--- src/sv/fcrs_pkg.sv ---
`timescale 1ns / 1ps
// ---------------------------------------------------------------------------
// fcrs_pkg: shared types and constants
// Entry format, cell control bundle and sequencer states of the ranking sort.
// ---------------------------------------------------------------------------
package fcrs_pkg;

  localparam int unsigned COST_W  = 24;
  localparam int unsigned EPI_W   = 16;
  localparam int unsigned PCT_W   = 7;
  localparam int unsigned RANK_W  = 4;

  localparam logic [PCT_W-1:0] SUCCESS_FULL = 7'd100;
  localparam logic [EPI_W-1:0] EPI_MAX      = 16'hFFFF;

  typedef struct packed {
    logic              valid;
    logic [EPI_W-1:0]  episode;
    logic [COST_W-1:0] cost;
  } entry_t;

  typedef struct packed {
    logic insert;
    logic shift_out;
  } cell_ctrl_t;

  typedef enum logic [1:0] {
    ST_IDLE,
    ST_DRAIN,
    ST_EMPTY
  } state_t;

endpackage

--- src/sv/fcrs_cell.sv ---
`timescale 1ns / 1ps
// ---------------------------------------------------------------------------
// fcrs_cell: one slot of the ranked list
// Holds one entry; on insert takes its left neighbor's entry or the cheaper
// new record itself, and moves toward the head while the list is read out.
// ---------------------------------------------------------------------------
module fcrs_cell
  import fcrs_pkg::*;
(
  input  logic                clk,
  input  logic                rst_n,
  input  cell_ctrl_t          ctrl,
  input  logic [EPI_W-1:0]    new_episode,
  input  logic [COST_W-1:0]   new_cost,
  input  entry_t              prev_entry,
  input  logic                prev_take,
  input  entry_t              next_entry,
  output entry_t              entry,
  output logic                take
);

  logic              valid_r, valid_nxt;
  logic [EPI_W-1:0]  episode_r, episode_nxt;
  logic [COST_W-1:0] cost_r, cost_nxt;

  // The new record belongs at or before this slot.
  assign take = !valid_r || (new_cost < cost_r);

  always_comb begin
    valid_nxt   = valid_r;
    episode_nxt = episode_r;
    cost_nxt    = cost_r;
    if (ctrl.shift_out) begin
      valid_nxt   = next_entry.valid;
      episode_nxt = next_entry.episode;
      cost_nxt    = next_entry.cost;
    end else if (ctrl.insert && take) begin
      if (prev_take) begin
        valid_nxt   = prev_entry.valid;
        episode_nxt = prev_entry.episode;
        cost_nxt    = prev_entry.cost;
      end else begin
        valid_nxt   = 1'b1;
        episode_nxt = new_episode;
        cost_nxt    = new_cost;
      end
    end
  end

  always_ff @(posedge clk) begin
    if (!rst_n) begin
      valid_r <= 1'b0;
    end else begin
      valid_r <= valid_nxt;
    end
    episode_r <= episode_nxt;
    cost_r    <= cost_nxt;
  end

  assign entry = '{valid: valid_r, episode: episode_r, cost: cost_r};

endmodule

--- src/sv/filtered_cost_ranking_sort.sv ---
`timescale 1ns / 1ps
// ---------------------------------------------------------------------------
// filtered_cost_ranking_sort: top-k ranking of fully successful records
// A row of insertion cells keeps the cheapest records in stable cost order
// and streams them out, head first, when the last record of a set arrives.
// ---------------------------------------------------------------------------
// Latency: a record is inserted in the cycle it is accepted; after the last
// record the first result is offered on the next cycle.
// Throughput: one record per cycle while collecting; no record is accepted
// while the N entries, or the empty marker, are read out.
// Reset: synchronous, active low; clears the list, the counters and state.
module filtered_cost_ranking_sort
  import fcrs_pkg::*;
#(
  parameter int unsigned RANK_DEPTH = 16
) (
  input  logic                clk,
  input  logic                rst_n,
  input  logic                in_valid,
  output logic                in_ready,
  input  logic [PCT_W-1:0]    in_success_pct,
  input  logic [COST_W-1:0]   in_cost,
  input  logic                in_last_record,
  output logic                out_valid,
  input  logic                out_ready,
  output logic [RANK_W-1:0]   out_rank,
  output logic [EPI_W-1:0]    out_episode_index,
  output logic [COST_W-1:0]   out_ranked_cost,
  output logic                out_list_empty,
  output logic                out_last_result
);

  state_t            state_r, state_nxt;
  logic [EPI_W-1:0]  episode_r, episode_nxt;
  logic [RANK_W-1:0] rank_r, rank_nxt;
  cell_ctrl_t        ctrl;
  logic              in_xfer, out_xfer, qualify;

  entry_t            cell_entry [RANK_DEPTH];
  logic              cell_take  [RANK_DEPTH];

  assign in_xfer  = in_valid && in_ready;
  assign out_xfer = out_valid && out_ready;
  assign qualify  = (in_success_pct == SUCCESS_FULL);

  assign ctrl.insert    = in_xfer && qualify;
  assign ctrl.shift_out = (state_r == ST_DRAIN) && out_ready;

  for (genvar i = 0; i < RANK_DEPTH; i++) begin : g_cell
    entry_t prev_e, next_e;
    logic   prev_t;
    if (i == 0) begin : g_head
      assign prev_e = '0;
      assign prev_t = 1'b0;
    end else begin : g_body
      assign prev_e = cell_entry[i-1];
      assign prev_t = cell_take[i-1];
    end
    if (i == RANK_DEPTH - 1) begin : g_tail
      assign next_e = '0;
    end else begin : g_mid
      assign next_e = cell_entry[i+1];
    end
    fcrs_cell u_cell (
      .clk         (clk),
      .rst_n       (rst_n),
      .ctrl        (ctrl),
      .new_episode (episode_r),
      .new_cost    (in_cost),
      .prev_entry  (prev_e),
      .prev_take   (prev_t),
      .next_entry  (next_e),
      .entry       (cell_entry[i]),
      .take        (cell_take[i])
    );
  end

  always_comb begin
    state_nxt = state_r;
    unique case (state_r)
      ST_IDLE: begin
        if (in_xfer && in_last_record) begin
          state_nxt = (cell_entry[0].valid || qualify) ? ST_DRAIN : ST_EMPTY;
        end
      end
      ST_DRAIN: begin
        if (out_ready && !cell_entry[1].valid) begin
          state_nxt = ST_IDLE;
        end
      end
      ST_EMPTY: begin
        if (out_ready) begin
          state_nxt = ST_IDLE;
        end
      end
      default: state_nxt = ST_IDLE;
    endcase
  end

  always_comb begin
    in_ready          = 1'b0;
    out_valid         = 1'b0;
    out_rank          = '0;
    out_episode_index = '0;
    out_ranked_cost   = '0;
    out_list_empty    = 1'b0;
    out_last_result   = 1'b0;
    unique case (state_r)
      ST_IDLE: begin
        in_ready = 1'b1;
      end
      ST_DRAIN: begin
        out_valid         = 1'b1;
        out_rank          = rank_r;
        out_episode_index = cell_entry[0].episode;
        out_ranked_cost   = cell_entry[0].cost;
        out_last_result   = !cell_entry[1].valid;
      end
      ST_EMPTY: begin
        out_valid       = 1'b1;
        out_list_empty  = 1'b1;
        out_last_result = 1'b1;
      end
      default: begin
        in_ready = 1'b0;
      end
    endcase
  end

  always_comb begin
    episode_nxt = episode_r;
    rank_nxt    = rank_r;
    if (in_xfer) begin
      if (in_last_record) begin
        episode_nxt = '0;
      end else if (episode_r != EPI_MAX) begin
        episode_nxt = episode_r + 1'b1;
      end
      rank_nxt = '0;
    end else if (out_xfer) begin
      rank_nxt = rank_r + 1'b1;
    end
  end

  always_ff @(posedge clk) begin
    if (!rst_n) begin
      state_r   <= ST_IDLE;
      episode_r <= '0;
      rank_r    <= '0;
    end else begin
      state_r   <= state_nxt;
      episode_r <= episode_nxt;
      rank_r    <= rank_nxt;
    end
  end

endmodule

--- config.mk ---
export PLATFORM = sky130hd
export DESIGN_NAME = filtered_cost_ranking_sort
export DESIGN_NICKNAME = d
export VERILOG_FILES = /design/src/sv/fcrs_pkg.sv /design/src/sv/fcrs_cell.sv /design/src/sv/filtered_cost_ranking_sort.sv
export SDC_FILE = /design/constraint.sdc
export NUM_CORES = 2
export LEC_CHECK = 0
export ABC_AREA = 1
export BUFFER_PORTS_ARGS = -buffer_cell sky130_fd_sc_hd__buf_2
export CORE_ASPECT_RATIO = 1.5
export CORE_MARGIN = 3
export CORE_UTILIZATION = 50
export DETAILED_ROUTE_END_ITERATION = 16
export GPL_TIMING_DRIVEN = 1
export PLACE_DENSITY = 0.66
export SLEW_MARGIN = 20
export SYNTH_ARGS = -nofsm -noshare
export SYNTH_HDL_FRONTEND = slang
export SYNTH_SLANG_ARGS = --single-unit
--- constraint.sdc ---
create_clock -name clk -period 4.39 [get_ports clk]
set_input_delay 0.878 -clock clk [delete_from_list [all_inputs] [get_ports clk]]
set_output_delay 0.878 -clock clk [all_outputs]
set_load 0.005 [all_outputs]
==> flow_summary.toml <==
[die]
placement_rows = 135
chipWidth_um = 252.5
top_level_ports = 84
die_area_um2 = 94870
initial_utilization = 0.5043
fp.dieH_um = 375.7
core_um2 = 90370

[critical_path]
worstPathBufferInverterCount = 3
crit_path_end_kind = "flip-flop"
cpMostUsedCell = "nand2_1"
crit_family = "simple AND/OR/NAND/NOR gates"
start_kind = "primary input"
worstPathRequired_ns = 4.76
cp_max_fo = 40
crit_chain = "buf_2 > ha_1 > nand2_1 > nor2_1 > nand2_1 > inv_1 > nand2_1 > nand3_1 > nor2_1 > nand2_1 > nand2_2 > buf_4 > nand2_1 > nand3_1 > o21ai_0"
crit_type = "primary input to flip-flop"
crit_path_top_delay_cell = "buf_2"
cpPeakStageDelay_ns = 0.46
cp.arrival_ns = 3.66

[power]
combPwrFrac = 0.082
p_seq_frac = 0.499
switchingPower_mw = 3.448
power_density_nw_per_um2 = 291.2
vdd_drop_max_mv = 0.2172
pwr-share-clk = 0.419
finalPower_mw = 14.26
power_leakage_nw = 24.42
intPower_mw = 10.81
swShare = 0.2418

[routing]
route.vias.total = 37890
drt-initial-drc-count = 3111
drtPass1Iterations = 6
ant_nets = 0
wire_per_inst_um = 15.94
routed_wl_um = 114800
vias_per_cell = 5.263
drcViolationCount = 0

[timing]
finClkSkew_ns = 0.02795
fin_crit_ns = 3.295
slew_violations = 0
finalHoldViolations = 0
fmax_ghz = 0.3035
worst_slack_ns = 1.095
finalSetupViolations = 0
worst_slew_pin_slew_ns = 0.9699
post-route-period-util = 0.7505
finalSetupTns_ns = 0
whs_ns = 0.4978
maxSlewHeadroom = 0.3534
rsz0062_at_grt = "false"

[clocking]
clock-root-buffer = "clkbuf_16"
cts_made_buffers = 70
cts_tree = "done"
h-tree-depth = 3
insertion_delay_ns = 0.65
cts.path.max_buffers = 3
numClockSinks = 678
clkTransAtPathRegs_ns = 0.06
cts_setup_buffers = 0
cts_resized = 0
postCtsHoldBufs = 0

[outcome]
outcome = "finished, final reports clean"

[synthesis]
syn_area_per_cell_um2 = 7.512
async_flop_share = 0
ys_ff_latch = 678
synth-warning-count = 0
syn_nets = 6475
syn_area_um2 = 45570
synth-edff-count = 600
netlist_top_cells_count = "nand2_1 (2030), inv_1 (881), nand3_1 (673)"
synth_flop_cell = "edfxtp_1"
yosys.cell_types.count = 35
synth_top_area_share = 0.3954
synth_most_common_cell = "nand2_1"
synth_area_leader_cell = "edfxtp_1"
ys_seq_area_frac = 0.4297
synthCells = 6066
synth_area_leaders = "edfxtp_1 (40%), nand2_1 (17%), ha_1 (10%)"

[placed_design]
gp_congestion = 0.8305
port-buffer-count = 83
pre_cts_slack_ns = 0.4887
hpwl_um = 85460
postPlaceCellArea_um2 = 46750
placed_cells = 7072

[grt]
grt_use_total = 0.2400
grt_pass1_vias = 36370
grt_pass1_wl_um = 187400
antenna_found_initial = 0
gr-total-overflow = 0
grt_max_degree = 161

[layout]
area_growth_syn_to_layout_pct = 7.458
diodes = 0
layout.cells.non_filler = 7200
fin_nets = 6389
utilization = 0.5419
design_area_um2 = 48970
drive_gt1_frac = 0.05268

[run]
drv_cap = 0

[worst_hold_path]
hold_class = "flip-flop to flip-flop"
-- routing by layer --
layer,part of all wire,vias up,track usage
li1,-,19500,-
met1,0.45,17240,0.3190
met3,0.053,157,0.02692
met4,0.024,0,0.07144
met2,0.48,989,0.4118
met5,0,-,0
-- layout by cell type, fill, tap and decap left out, types with 4 or more instances in the layout --
cell       instances
a21o_1            13
a21oi_1          148
and2_1             7
buf_12            19
buf_2             83
buf_4             74
clkbuf_1          22
clkbuf_16         72
clkbuf_8           8
clkinv_1           9
clkinv_2          12
dfxtp_1           76
edfxtp_1         600
ha_1             372
inv_1            881
inv_2             10
inv_4              5
nand2_1         2013
nand2_2           22
nand3_1          673
nand4_1           16
nor2_1           233
nor3_1            26
nor3b_1            4
o21a_1            16
o21ai_0          277
o21ai_1          318
-- power groups by stage --
| stage | Clock (mW) | Sequential, mW | Combinational [mW] |
|---|---|---|---|
| after floorplan | 0 | 7.25 | 0.817 |
| after global placement | 0 | 7.26 | 1.13 |
| after detailed placement | 0 | 7.26 | 1.17 |
| after CTS | 6.10 | 7.12 | 1.18 |
| after global routing | 6.31 | 7.13 | 1.36 |
| final | 5.97 | 7.12 | 1.17 |
-- worst paths after layout --
kind | startpoint | end | slack (ns) | depth (start not counted)
worst max-delay path | in_cost[19] | g_cell[13].u_cell.cost_r[1] | 1.10 | 15
worst min-delay path | state_r[1] | state_r[1] | 0.50 | 2
worst max register to register | g_cell[12].u_cell.cost_r[17] | g_cell[13].u_cell.cost_r[1] | 1.44 | 15
worst min register to register | state_r[1] | state_r[1] | 0.50 | 2
-- logic make-up after synthesis --
| kind of cell | synth area share |
|---|---|
| flip-flops | 0.4297 |
| AND/OR/NAND/NOR | 0.2686 |
| XOR/XNOR | 0.0005767 |
| AO/OA/AOI/OAI | 0.08773 |
| buffers and inverters | 0.1110 |
| adder cells (fa/ha/maj) | 0.1024 |
-- area by class of cell --
type | count | area [µm²]
fill | 8556 | 41400
multi-input combinational | 4156 | 20980
sequential | 678 | 19580
inverter | 898 | 3383
clock buffer | 102 | 1994
tap | 1164 | 1456
timing repair buffer | 176 | 1351
clock inverter | 26 | 219.0
-- worst register-to-register path, stage by stage, from the launching register on --
cell	delay, ns
edfxtp_1	0.36
inv_1	0.13
ha_1	0.26
nand2_1	0.07
nor2_1	0.05
nand2_1	0.16
inv_1	0.06
nand2_1	0.05
nand3_1	0.11
nor2_1	0.19
nand2_1	0.09
nand2_2	0.32
buf_4	0.44
nand2_1	0.15
nand3_1	0.11
o21ai_0	0.11
-- registers in the layout, summed over array words and instances (netlist names) --
signal and flops:
state_r 2, g_cell.u_cell.valid_r 16, g_cell.u_cell.cost_r 384, episode_r 16, rank_r 4, g_cell.u_cell.episode_r 256
Power figures use the tool's default switching activity.
